===== config.mk =====
export PLATFORM = sky130hd
export DESIGN_NAME = abbd_sweep
export DESIGN_NICKNAME = d
export VERILOG_FILES = /design/src/rtl/core/abbd_pkg.sv /design/src/rtl/core/abbd_sweep.sv
export SDC_FILE = /design/constraint.sdc
export NUM_CORES = 1
export LEC_CHECK = 0
export BUFFER_PORTS_ARGS = -buffer_cell sky130_fd_sc_hd__buf_2
export CORE_AREA = 4 4 41 43
export CTS_BUF_LIST = sky130_fd_sc_hd__clkbuf_4
export DETAILED_ROUTE_END_ITERATION = 8
export DIE_AREA = 0 0 45 47
export GPL_TIMING_DRIVEN = 0
export PLACE_DENSITY = 0.7
export SETUP_SLACK_MARGIN = 0.5
export SLEW_MARGIN = 10
export SYNTH_ARGS = -nofsm -noshare
export SYNTH_HDL_FRONTEND = slang
export SYNTH_SLANG_ARGS = --single-unit
export TNS_END_PERCENT = 10

===== constraint.sdc =====
create_clock -name clk -period 4.1 [get_ports clk]
set_input_delay 0.615 -clock clk [delete_from_list [all_inputs] [get_ports clk]]
set_output_delay 0.615 -clock clk [all_outputs]
set_load 0.03 [all_outputs]

===== src/rtl/core/abbd_pkg.sv =====
// ----------------------------------------------------------------------------
// abbd_pkg: bus decoder shared definitions
// Types, address map, result codes and decode functions used by the
// bus decoder, its tile store, sprite store and sweep sequencer.
// ----------------------------------------------------------------------------
package abbd_pkg;

	localparam int ROW_W   = 10;
	localparam int ROWS    = 1 << ROW_W;
	localparam int BYTE_W  = 8;
	localparam int LINE_W  = 9;
	localparam int BANK_W  = 3;

	typedef logic [ROW_W-1:0]  row_t;
	typedef logic [BYTE_W-1:0] byte_t;

	typedef enum logic [1:0] {
		OP_READ  = 2'd0,
		OP_WRITE = 2'd1,
		OP_QUERY = 2'd2,
		OP_TICK  = 2'd3
	} op_t;

	typedef enum logic [1:0] {
		CFG_SW_A = 2'd0,
		CFG_SW_B = 2'd1,
		CFG_SW_C = 2'd2
	} cfg_idx_t;

	typedef enum logic [3:0] {
		RG_NONE,
		RG_SW_A,
		RG_SW_B,
		RG_SW_C,
		RG_COINS,
		RG_P1,
		RG_P2,
		RG_SPR_LO,
		RG_SPR_HI,
		RG_VRAM,
		RG_ROM,
		RG_CTRL,
		RG_SND1,
		RG_SND2,
		RG_BANK,
		RG_SCROLL
	} region_t;

	localparam logic [1:0] SND_NONE = 2'd0;
	localparam logic [1:0] SND_ONE  = 2'd1;
	localparam logic [1:0] SND_TWO  = 2'd2;

	localparam logic [1:0] INT_NONE = 2'd0;
	localparam logic [1:0] INT_IRQ  = 2'd1;
	localparam logic [1:0] INT_NMI  = 2'd2;

	localparam logic [LINE_W-1:0] LINE_IRQ = 9'd240;

	localparam logic [15:0] ADDR_CTRL       = 16'h0000;
	localparam logic [15:0] ADDR_SND1       = 16'h0300;
	localparam logic [15:0] ADDR_SND2       = 16'h0400;
	localparam logic [15:0] ADDR_SW_A       = 16'h0500;
	localparam logic [15:0] ADDR_SW_B       = 16'h0600;
	localparam logic [15:0] ADDR_COINS      = 16'h0700;
	localparam logic [15:0] ADDR_P1         = 16'h0701;
	localparam logic [15:0] ADDR_P2         = 16'h0702;
	localparam logic [15:0] ADDR_SW_C       = 16'h0703;
	localparam logic [15:0] ADDR_BANK       = 16'h1800;
	localparam logic [15:0] ADDR_SCROLL     = 16'h2000;
	localparam logic [15:0] ADDR_SPR_LO     = 16'h2800;
	localparam logic [15:0] ADDR_SPR_LO_END = 16'h2BFF;
	localparam logic [15:0] ADDR_SPR_HI     = 16'h3000;
	localparam logic [15:0] ADDR_SPR_HI_END = 16'h33FF;
	localparam logic [15:0] ADDR_VRAM       = 16'h3800;
	localparam logic [15:0] ADDR_VRAM_END   = 16'h3FFF;
	localparam logic [15:0] ADDR_ROM        = 16'h4000;
	localparam logic [15:0] ADDR_TOP        = 16'hFFFF;

	typedef struct packed {
		logic  mark;
		byte_t code;
		byte_t attr;
	} tile_row_t;

	typedef struct packed {
		logic      we_attr;
		logic      we_code;
		logic      we_mark;
		row_t      row;
		tile_row_t data;
	} tile_wr_t;

	typedef struct packed {
		byte_t hi;
		byte_t lo;
	} sprite_row_t;

	typedef struct packed {
		logic        we_lo;
		logic        we_hi;
		row_t        row;
		sprite_row_t data;
	} sprite_wr_t;

	typedef struct packed {
		logic active;
		logic full;
		row_t row;
	} sweep_t;

	function automatic region_t decode_read(input logic [15:0] a);
		region_t r;
		case (a) inside
			ADDR_SW_A:                      r = RG_SW_A;
			ADDR_SW_B:                      r = RG_SW_B;
			ADDR_COINS:                     r = RG_COINS;
			ADDR_P1:                        r = RG_P1;
			ADDR_P2:                        r = RG_P2;
			ADDR_SW_C:                      r = RG_SW_C;
			[ADDR_SPR_LO:ADDR_SPR_LO_END]: r = RG_SPR_LO;
			[ADDR_SPR_HI:ADDR_SPR_HI_END]: r = RG_SPR_HI;
			[ADDR_VRAM:ADDR_VRAM_END]:     r = RG_VRAM;
			[ADDR_ROM:ADDR_TOP]:           r = RG_ROM;
			default:                        r = RG_NONE;
		endcase
		return r;
	endfunction

	function automatic region_t decode_write(input logic [15:0] a);
		region_t r;
		case (a) inside
			[ADDR_SPR_LO:ADDR_SPR_LO_END]: r = RG_SPR_LO;
			[ADDR_SPR_HI:ADDR_SPR_HI_END]: r = RG_SPR_HI;
			[ADDR_VRAM:ADDR_VRAM_END]:     r = RG_VRAM;
			ADDR_CTRL:                      r = RG_CTRL;
			ADDR_SND1:                      r = RG_SND1;
			ADDR_SND2:                      r = RG_SND2;
			ADDR_BANK:                      r = RG_BANK;
			ADDR_SCROLL:                    r = RG_SCROLL;
			default:                        r = RG_NONE;
		endcase
		return r;
	endfunction

endpackage


===== src/rtl/core/abbd_sweep.sv =====
// ----------------------------------------------------------------------------
// abbd_sweep: row sweep sequencer
// Walks every row once: after reset to clear both stores and set all
// marks, and on a palette bank change to set all marks.
// ----------------------------------------------------------------------------
module abbd_sweep
	import abbd_pkg::*;
(
	input  logic   clk,
	input  logic   arst_n,
	input  logic   kick,
	output sweep_t sweep
);

	localparam row_t ROW_LAST = row_t'(ROWS - 1);

	logic active_q;
	logic full_q;
	row_t row_q;

	always_ff @(posedge clk or negedge arst_n) begin
		if (!arst_n) begin
			active_q <= 1'b1;
			full_q   <= 1'b1;
			row_q    <= '0;
		end else if (active_q) begin
			row_q <= row_q + row_t'(1);
			if (row_q == ROW_LAST) begin
				active_q <= 1'b0;
				full_q   <= 1'b0;
			end
		end else if (kick) begin
			active_q <= 1'b1;
			full_q   <= 1'b0;
			row_q    <= '0;
		end
	end

	assign sweep.active = active_q;
	assign sweep.full   = full_q;
	assign sweep.row    = row_q;

endmodule


==> results.sh, run 1 <==
export IMPL_status="finished clean"
export IMPL_vias=556
export IMPL_root_buffer="clkbuf_4"
export IMPL_final_hold_viol_count=0
export IMPL_max_clock_freq_mhz=578
export IMPL_syn_cell_area_um2=611
export IMPL_rows=13
export IMPL_die_area_um2=2120
export IMPL_io_buffers=14
export IMPL_drv_cap=0
export IMPL_period_minus_slack_ns=1.73
export IMPL_n_antenna_cell=0
export IMPL_max_stage_delay_ns=0.56
export IMPL_syn_nets=67
export IMPL_areaGrowthSynthToFinish_pct=18.9
export IMPL_drc=0
export IMPL_register_area_um2=303
export IMPL_cp_required_ns=3.48
export IMPL_h_tree_depth=1
export IMPL_pin_count=15
export IMPL_slew_limit_headroom_pct=76.7
export IMPL_ys_types=23
export IMPL_final_max_slew_viol_count=0
export IMPL_avgSynthCellArea_um2=9.69
export IMPL_grt_max_degree=13
export IMPL_grt_pass1_wl_um=2260
export IMPL_grt_pass1_vias=518
export IMPL_cts_tree="built"
export IMPL_first_pass_iters=4
export IMPL_globalRouteOverflowTotal=0
export IMPL_place_gp_congestion=0.747
export IMPL_hold_class="in -> async"
export IMPL_wl_per_cell_um=13.8
export IMPL_drive_above_1_share_pct=30.9
export IMPL_clock_skew_ns=0.00519
export IMPL_critPathBufInv=2
export IMPL_tightest_slew_ns=0.345
export IMPL_synth_seq_cells=12
export IMPL_leakage_nw=0.361
export IMPL_netlist_top_cells_area="dfrtp_1 (41%), dfstp_2 (8.6%), nand2_1 (7.4%), mux2i_1 (4.9%), nand3_1 (4.9%)"
export IMPL_crit_chain="buf_4 > buf_2"
export IMPL_power_density_nw_per_um2=648
export IMPL_multi_input_area_um2=274
export IMPL_final_setup_viol_count=0
export IMPL_path_delay_family="flip-flops"
export IMPL_critPathMaxFanout=5
export IMPL_end_kind="output pin"
export IMPL_rsz0062_at_grt="false"
export IMPL_total_power_mw=0.470
export IMPL_yosysTopAreaCellShare_pct=41.0
export IMPL_start_util_pct=46.9
export IMPL_peakVddDrop_v=0.000360
export IMPL_via_per_inst=5.79
export IMPL_wirelength_um=1330
export IMPL_nets=86
export IMPL_synth_top_cell_by_area="dfrtp_1"
export IMPL_core_area_um2=1300
export IMPL_clock_path_buffers=2
export IMPL_die_h_um=47
export IMPL_drtIter0Drc=16
export IMPL_hpwl_um=989
export IMPL_fin_crit_sh_pct=42.2
export IMPL_gr_usage_all_layers_pct=14.7
export IMPL_netlist_instances=63
export IMPL_arrival_ns=1.11
export IMPL_clk_latency_ns=0.27
export IMPL_fin_setup_tns_ns=0
export IMPL_post_cts_resized=0
export IMPL_die_w_um=45
export IMPL_ant_nets=0
export IMPL_clk_pin_slew_ns=0.08
export IMPL_numCtsBuffers=3
export IMPL_yosysWarningCount=0
export IMPL_nFillCells=123
export IMPL_post_cts_buffers=0
export IMPL_slowest_stage="dfstp_2"
export IMPL_critPathKind="reg -> out"
export IMPL_antenna_found_initial=0
export IMPL_clock_sinks=12
export IMPL_critPathLaunchType="flip-flop"
export IMPL_seq_area_frac_synth_pct=49.6
export IMPL_cts_hold_fix_buffers=0
## cells in the final DEF (no fill, tap or decap), drive strengths merged, types with 2 or more instances in the layout
cell / netlist / final
buf: 3 / 17
nand2: 12 / 12
dfrtp: 10 / 10
nand3: 7 / 7
o21ai: 4 / 4
inv: 3 / 3
a21oi: 3 / 3
mux2i: 3 / 3
clkbuf: 0 / 3
and4: 3 / 3
nor2: 2 / 2
a41oi: 2 / 2
dfstp: 2 / 2
## state kept, by name (all words and copies together), names as in the netlist
register / flops
full_q: 1
row_q: 10
active_q: 1
## synth_stat cells
master	instances
o22ai_1	1
nand2b_1	1
nor2b_1	1
a41oi_1	2
ha_1	1
dfrtp_1	10
nor2_1	2
buf_4	3
and4_2	2
o311ai_0	1
nand3_1	6
o41ai_1	1
and4_1	1
nand3_2	1
o21ai_0	4
nand4_1	1
nand2_1	12
o211ai_1	1
inv_1	3
mux2i_1	3
a21oi_1	3
or4_1	1
dfstp_2	2
## layout make-up
| class | instances | share of cell area [%] |
|---|---|---|
| Buffer | 3 | 3.10 |
| Clock buffer | 3 | 3.10 |
| Clock inverter | 1 | 0.517 |
| Inverter | 3 | 1.55 |
| Multi-Input combinational cell | 45 | 37.8 |
| Sequential cell | 12 | 41.7 |
| Tap cell | 15 | 2.59 |
| Timing Repair Buffer | 14 | 9.66 |
## where the power goes
group          switching (mW)  internal, mW  total, mW
registers              0.0545         0.154      0.208
logic                   0.128        0.0601      0.188
clock network          0.0390        0.0352     0.0743
total                   0.221         0.249      0.470
## metrics by stage
stage | worst slack (ns) | util [%] | area, µm² | hold WS (ns) | instances
global route | 2.32 | 55.8 | 726 | 0.210 | 96
floorplan | 2.63 | - | 611 | 0.319 | 63
detailed placement | 2.66 | 53.8 | 699 | 0.448 | 92
CTS | 2.36 | 55.8 | 726 | 0.207 | 96
finish | 2.37 | 55.8 | 726 | 0.203 | 96
global placement | 2.66 | 53.8 | 699 | 0.447 | 92
## layer usage
layer	track usage, %	part of all wire (%)	up-vias
met1	18.7	45	272
met5	0	0	-
li1	-	-	265
met4	7.02	0.68	0
met2	23.7	48	17
met3	3.45	6.2	2
## kinds of logic after synthesis
family	share of synthesized area (%)
AOI/OAI and AO/OA	13.7
adders and majority gates	2.05
buffers and inverters	5.53
DFF	49.6
muxes	4.92
and+or+nand+nor	24.2
## worst register-to-register path, stage by stage, from the launching register on
cell and delay, ns:
dfstp_2 0.56, buf_4 0.17, nand3_1 0.11, o311ai_0 0.37, o41ai_1 0.14
## path summary, 6_finish.rpt
path | depth (start not counted) | end | startpoint | slack (ns)
min in group clk | 2 | full_q | full_q | 0.46
worst min-delay path | 1 | row_q[7] | arst_n | 0.20
worst max register to register | 4 | row_q[7] | active_q | 2.62
worst max-delay path | 2 | sweep[11] | active_q | 2.37
worst min register to register | 2 | full_q | full_q | 0.46
max in group asynchronous | 1 | active_q | arst_n | 3.62
(Power assumes the default switching activity.)
==> run 2: changes to the inputs <==
- clock period: 4.1 -> 1.7 ns (I/O delays scaled with it)
==> results.sh, run 2 (synthesis gave the netlist of run 1 again) <==
export IMPL_root_buffer="clkbuf_4"
export IMPL_largest_reg_flops=10
export IMPL_fin_crit_sh_pct=78.1
export IMPL_final_util_pct=64.7
export IMPL_cts_tree="built"
export IMPL_crit_start="active_q"
export IMPL_die_w_um=45
export IMPL_top_regs="row_q: 10 flops, active_q: 1 flops, full_q: 1 flops"
export IMPL_final_max_slew_viol_count=0
export IMPL_pwr_share_clk_pct=14.6
export IMPL_cp_required_ns=1.91
export IMPL_n_antenna_cell=0
export IMPL_drv_cap=0
export IMPL_areaGrowthSynthToFinish_pct=37.9
export IMPL_slew_limit_headroom_pct=76.2
export IMPL_wirelength_um=1490
export IMPL_pwr_share_comb_pct=41.1
export IMPL_die_h_um=47
export IMPL_hold_class="in -> reg"
export IMPL_arrival_ns=1.54
export IMPL_clk_latency_ns=0.28
export IMPL_hpwl_um=985
export IMPL_pwr_share_seq_pct=44.3
export IMPL_antenna_found_initial=0
export IMPL_clk_pin_slew_ns=0.08
export IMPL_final_setup_viol_count=0
export IMPL_grt_pass1_vias=545
export IMPL_top_register="row_q"
export IMPL_start_util_pct=46.9
export IMPL_clock_skew_ns=0.00769
export IMPL_wl_per_cell_um=14.8
export IMPL_via_per_inst=5.62
export IMPL_drtIter0Drc=15
export IMPL_period_minus_slack_ns=1.33
export IMPL_rsz0062_at_grt="true"
export IMPL_p_int_mw=0.641
export IMPL_core_area_um2=1300
export IMPL_grt_max_degree=13
export IMPL_h_tree_depth=1
export IMPL_critPathKind="reg -> reg"
export IMPL_place_ws_ns=0.363
export IMPL_drc=0
export IMPL_peakVddDrop_v=0.000930
export IMPL_r2r_end="row_q[5]"
export IMPL_end_kind="flip-flop"
export IMPL_critPathLaunchType="flip-flop"
export IMPL_final_cell_mix="nand2_1 (12), buf_2 (12), dfrtp_1 (7)"
export IMPL_setup_ws_ns=0.372
export IMPL_final_hold_viol_count=0
export IMPL_first_pass_iters=4
export IMPL_hold_start="kick"
export IMPL_clock_sinks=12
export IMPL_gr_usage_all_layers_pct=16.3
export IMPL_grt_pass1_wl_um=2460
export IMPL_r2r_setup_slack_ns=0.37
export IMPL_max_clock_freq_mhz=753
export IMPL_vias=568
export IMPL_pin_count=15
export IMPL_fin_setup_tns_ns=0
export IMPL_rows=13
export IMPL_rr_startpoint="active_q"
export IMPL_p_switching_mw=0.600
export IMPL_globalRouteOverflowTotal=0
export IMPL_cp_endpoint="row_q[5]"
export IMPL_die_area_um2=2120
export IMPL_place_gp_congestion=0.741
export IMPL_swShare_pct=48.3
export IMPL_io_buffers=14
export IMPL_power_density_nw_per_um2=1470
export IMPL_numCtsBuffers=3
export IMPL_tightest_slew_ns=0.355
export IMPL_nets=91
export IMPL_ant_nets=0
export IMPL_drive_above_1_share_pct=43.0
export IMPL_status="finished clean"
export IMPL_critPathMaxFanout=4
export IMPL_reg2reg_depth=4
export IMPL_whs_ns=0.229
export IMPL_clock_path_buffers=2
export IMPL_leakage_nw=0.400
run 2: changes by cell type in the layout (fill, tap and decap cells not counted), moves of 2 or more:
cell | before | now
buf_2 | 14 | 12
dfrtp_1 | 10 | 7
nand3_1 | 6 | 4
buf_4 | 3 | 5
buf_6 | 0 | 3
dfrtp_2 | 0 | 3
run 2: repair_timing:
action	in CTS	in global routing
setup endpoints to repair	11	20
pin swaps	0	4
buffers inserted	0	4
resized for setup	4	6
hold buffers	1	0
hold endpoints to repair	10	0
run 2: per-layer routing:
layer | share of wire (%) | vias up | GRT usage, %
met5 | 0 | - | 0
met4 | 3.2 | 0 | 10.5
met3 | 5.6 | 7 | 3.83
met2 | 46 | 22 | 23.7
met1 | 45 | 263 | 21.7
li1 | - | 276 | -
run 2: power groups by stage:
stage / combinational, mW / sequential [mW] / clock [mW]
floorplan: 0.171 / 0.671 / 0
global placement: 0.463 / 0.523 / 0
CTS: 0.478 / 0.528 / 0.185
finish: 0.510 / 0.551 / 0.181
detailed placement: 0.472 / 0.529 / 0
global route: 0.563 / 0.573 / 0.204
run 2: worst max-delay path, stage by stage (launching register included):
cell and delay (ns):
dfstp_2 0.57, buf_4 0.12, inv_1 0.07, or4_1 0.41, nand3_1 0.10
run 2: area by class of cell:
type | instances | area [µm²]
clock buffer | 3 | 22.5
inverter | 3 | 11.3
sequential | 12 | 307
multi-input combinational | 45 | 330
timing repair buffer | 19 | 119
buffer | 3 | 30.0
clock inverter | 1 | 3.75
fill | 119 | 459
tap | 15 | 18.8
run 2: how the worst min path moves through the flow:
stage	to	slack (ns)	cells past startpoint
final	row_q[1]	0.23	2
after floorplan	row_q[0]	-0.04	0
after global placement	row_q[9]	0.15	1
after global routing	row_q[1]	0.26	2
after detailed placement	row_q[9]	0.15	1
after CTS	row_q[1]	0.23	2
run 2: stage by stage:
stage | cells | instance area, µm² | power, mW
CTS | 97 | 772 | 1.19
global placement | 92 | 722 | 0.986
floorplan | 63 | 633 | 0.842
detailed placement | 92 | 722 | 1.00
finish | 101 | 842 | 1.24
global route | 101 | 842 | 1.34
==> run 3: changes to the inputs <==
- ABC_AREA: default -> 1
- CORE_AREA: 4 4 41 43 -> default
- CORE_MARGIN: default -> 4
- CORE_UTILIZATION: default -> 48
- DIE_AREA: 0 0 45 47 -> default
- PLACE_DENSITY: 0.7 -> 0.76
- clock period: 1.7 -> 1.1 ns (I/O delays scaled with it)
==> results.sh, run 3 <==
export IMPL_slew_limit_headroom_pct=85.0
export IMPL_grt_pass1_wl_um=2410
export IMPL_max_clock_freq_mhz=818
export IMPL_critPathBufInv=1
export IMPL_hold_class="in -> reg"
export IMPL_place_ws_ns=-0.150
export IMPL_clock_path_buffers=2
export IMPL_yosys_top_cells_count="nand2_1 (20), dfrtp_1 (10), inv_1 (9)"
export IMPL_die_w_um=44.0
export IMPL_leakage_nw=0.435
export IMPL_synth_top_cell_by_area="dfrtp_1"
export IMPL_antenna_found_initial=0
export IMPL_syn_nets=79
export IMPL_die_h_um=44.0
export IMPL_top_regs="row_q: 10 flops, active_q: 1 flops, full_q: 1 flops"
export IMPL_core_area_um2=1170
export IMPL_fin_crit_sh_pct=111
export IMPL_vias=570
export IMPL_status="complete, but fails checks"
export IMPL_globalRouteOverflowTotal=0
export IMPL_r2r_setup_slack_ns=-0.12
export IMPL_rr_startpoint="active_q"
export IMPL_yosysTopAreaCellShare_pct=40.2
export IMPL_whs_endpoint="row_q[0]"
export IMPL_reg2reg_depth=6
export IMPL_end_kind="flip-flop"
export IMPL_tightest_slew_ns=0.226
export IMPL_drtIter0Drc=10
export IMPL_ys_types=18
export IMPL_h_tree_depth=1
export IMPL_root_buffer="clkbuf_4"
export IMPL_final_setup_viol_count=14
export IMPL_cts_tree="built"
export IMPL_clk_pin_slew_ns=0.08
export IMPL_netlist_top_cells_area="dfrtp_1 (40%), nand2_1 (12%), dfstp_2 (8.4%), nand3_1 (5.6%), inv_1 (5.4%)"
export IMPL_gr_usage_all_layers_pct=16.9
export IMPL_period_minus_slack_ns=1.22
export IMPL_grt_max_degree=13
export IMPL_slowest_stage="dfstp_2"
export IMPL_final_cell_mix="nand2_1 (17), buf_6 (9), inv_1 (8)"
export IMPL_avgSynthCellArea_um2=8.31
export IMPL_register_area_um2=307
export IMPL_min_path_cells=4
export IMPL_setup_ws_ns=-0.122
export IMPL_netlist_instances=75
export IMPL_synth_enable_flop_cells=0
export IMPL_seq_area_frac_synth_pct=48.6
export IMPL_yosysWarningCount=0
export IMPL_nets=101
export IMPL_total_power_mw=2.28
export IMPL_synth_flop_cell="dfrtp_1"
export IMPL_clock_sinks=12
export IMPL_place_area_um2=738
export IMPL_die_area_um2=1940
export IMPL_drc=0
export IMPL_critPathLaunchType="flip-flop"
export IMPL_io_buffers=14
export IMPL_instances_no_fill=110
export IMPL_async_reset_ff_share_pct=100
export IMPL_drv_cap=0
export IMPL_wirelength_um=1510
export IMPL_r2r_end="active_q"
export IMPL_drive_above_1_share_pct=43.8
export IMPL_fin_setup_tns_ns=-1.05
export IMPL_crit_chain="buf_6 > nand2_4 > nor2_4 > nand3_2 > nor2_2 > nor2_1"
export IMPL_pin_count=15
export IMPL_cp_required_ns=1.31
export IMPL_grt_pass1_vias=556
export IMPL_mostFrequentLayoutCell="nand2_1"
export IMPL_hold_start="kick"
export IMPL_rows=12
export IMPL_start_util_pct=53.2
export IMPL_areaGrowthSynthToFinish_pct=39.8
export IMPL_peakVddDrop_v=0.00133
export IMPL_power_density_nw_per_um2=2620
export IMPL_final_max_slew_viol_count=0
export IMPL_place_gp_congestion=0.706
export IMPL_yosysMostFrequentCell="nand2_1"
export IMPL_syn_cell_area_um2=623
export IMPL_final_hold_viol_count=0
export IMPL_multi_input_area_um2=307
export IMPL_rsz0062_at_grt="true"
export IMPL_wl_per_cell_um=13.7
export IMPL_top_register="row_q"
export IMPL_via_per_inst=5.18
export IMPL_hpwl_um=939
export IMPL_nFillCells=84
export IMPL_path_delay_family="flip-flops"
export IMPL_dp_cells=103
export IMPL_violations="negative setup slack"
export IMPL_clk_latency_ns=0.27
export IMPL_largest_reg_flops=10
export IMPL_arrival_ns=1.43
export IMPL_synth_seq_cells=12
export IMPL_first_pass_iters=4
export IMPL_final_area_um2=871
export IMPL_numCtsBuffers=3
export IMPL_critPathKind="reg -> reg"
export IMPL_ant_nets=0
export IMPL_clock_skew_ns=0.000257
export IMPL_max_stage_delay_ns=0.54
export IMPL_n_antenna_cell=0
export IMPL_crit_start="active_q"
export IMPL_critPathMaxFanout=7
[run 3: cell count changes after synthesis, sizes merged, moves of 2 or more]
cell	change
mux2i	-3
nand2	+10
nand3b	+2
inv	+6
nor2	+8
and4	-3
a21oi	-2
a41oi	-2
[run 3: how the worst max path moves through the flow]
stage	end	slack, ns	cells after the start
after floorplan	row_q[4]	-0.06	6
after global placement	active_q	-0.13	6
after detailed placement	row_q[4]	-0.15	6
after CTS	active_q	-0.13	6
after global routing	row_q[8]	-0.21	7
final	active_q	-0.12	6
[run 3: layout make-up]
class / count / share of cell area [%]
flip-flops and latches: 12 / 35.2
plain buffers: 3 / 3.45
clock buffers: 4 / 3.45
well taps: 14 / 2.01
repair buffers: 17 / 16.8
multi-input cells: 51 / 35.2
inverters: 9 / 3.88
[run 3: cell families after synthesis]
family          share of synthesized area, %
fa+ha+maj                               2.01
buf+inv                                 9.04
simple gates                            34.5
compound gates                          5.82
flops                                   48.6
[run 3: stage by stage]
| step | hold slack (ns) | util (%) |
|---|---|---|
| floorplan | -0.131 | - |
| finish | 0.200 | 74.4 |
| global route | 0.219 | 74.4 |
| detailed placement | 0.0623 | 63.0 |
| global placement | 0.0568 | 63.0 |
| CTS | 0.196 | 72.0 |
[run 3: per-layer routing]
layer / track usage (%) / vias up / wire [µm]
li1: - / 281 / -
met1: 21.7 / 268 / 644
met2: 27.6 / 17 / 778
met3: 2.44 / 4 / 64
met4: 8.43 / 0 / 25
met5: 0 / - / 0
[run 3: repair_timing]
action	in CTS	in global routing
hold buffers	1	0
buffers inserted	0	2
setup endpoints to repair	24	26
resized for setup	22	7
hold endpoints to repair	10	0
pin swaps	3	1
[run 3: worst register-to-register path, delay by kind of cell (launching register included)]
kind | cells | cell delay [ns]
buffers and inverters | 1 | 0.12
AND/OR/NAND/NOR | 5 | 0.48
flip-flops | 1 | 0.54
[run 3: power breakdown]
part           switching, mW  internal [mW]  leakage (nW)
clock                  0.159          0.165        0.0184
sequential             0.227          0.606         0.136
combinational          0.697          0.426         0.280
total                   1.08           1.20         0.435
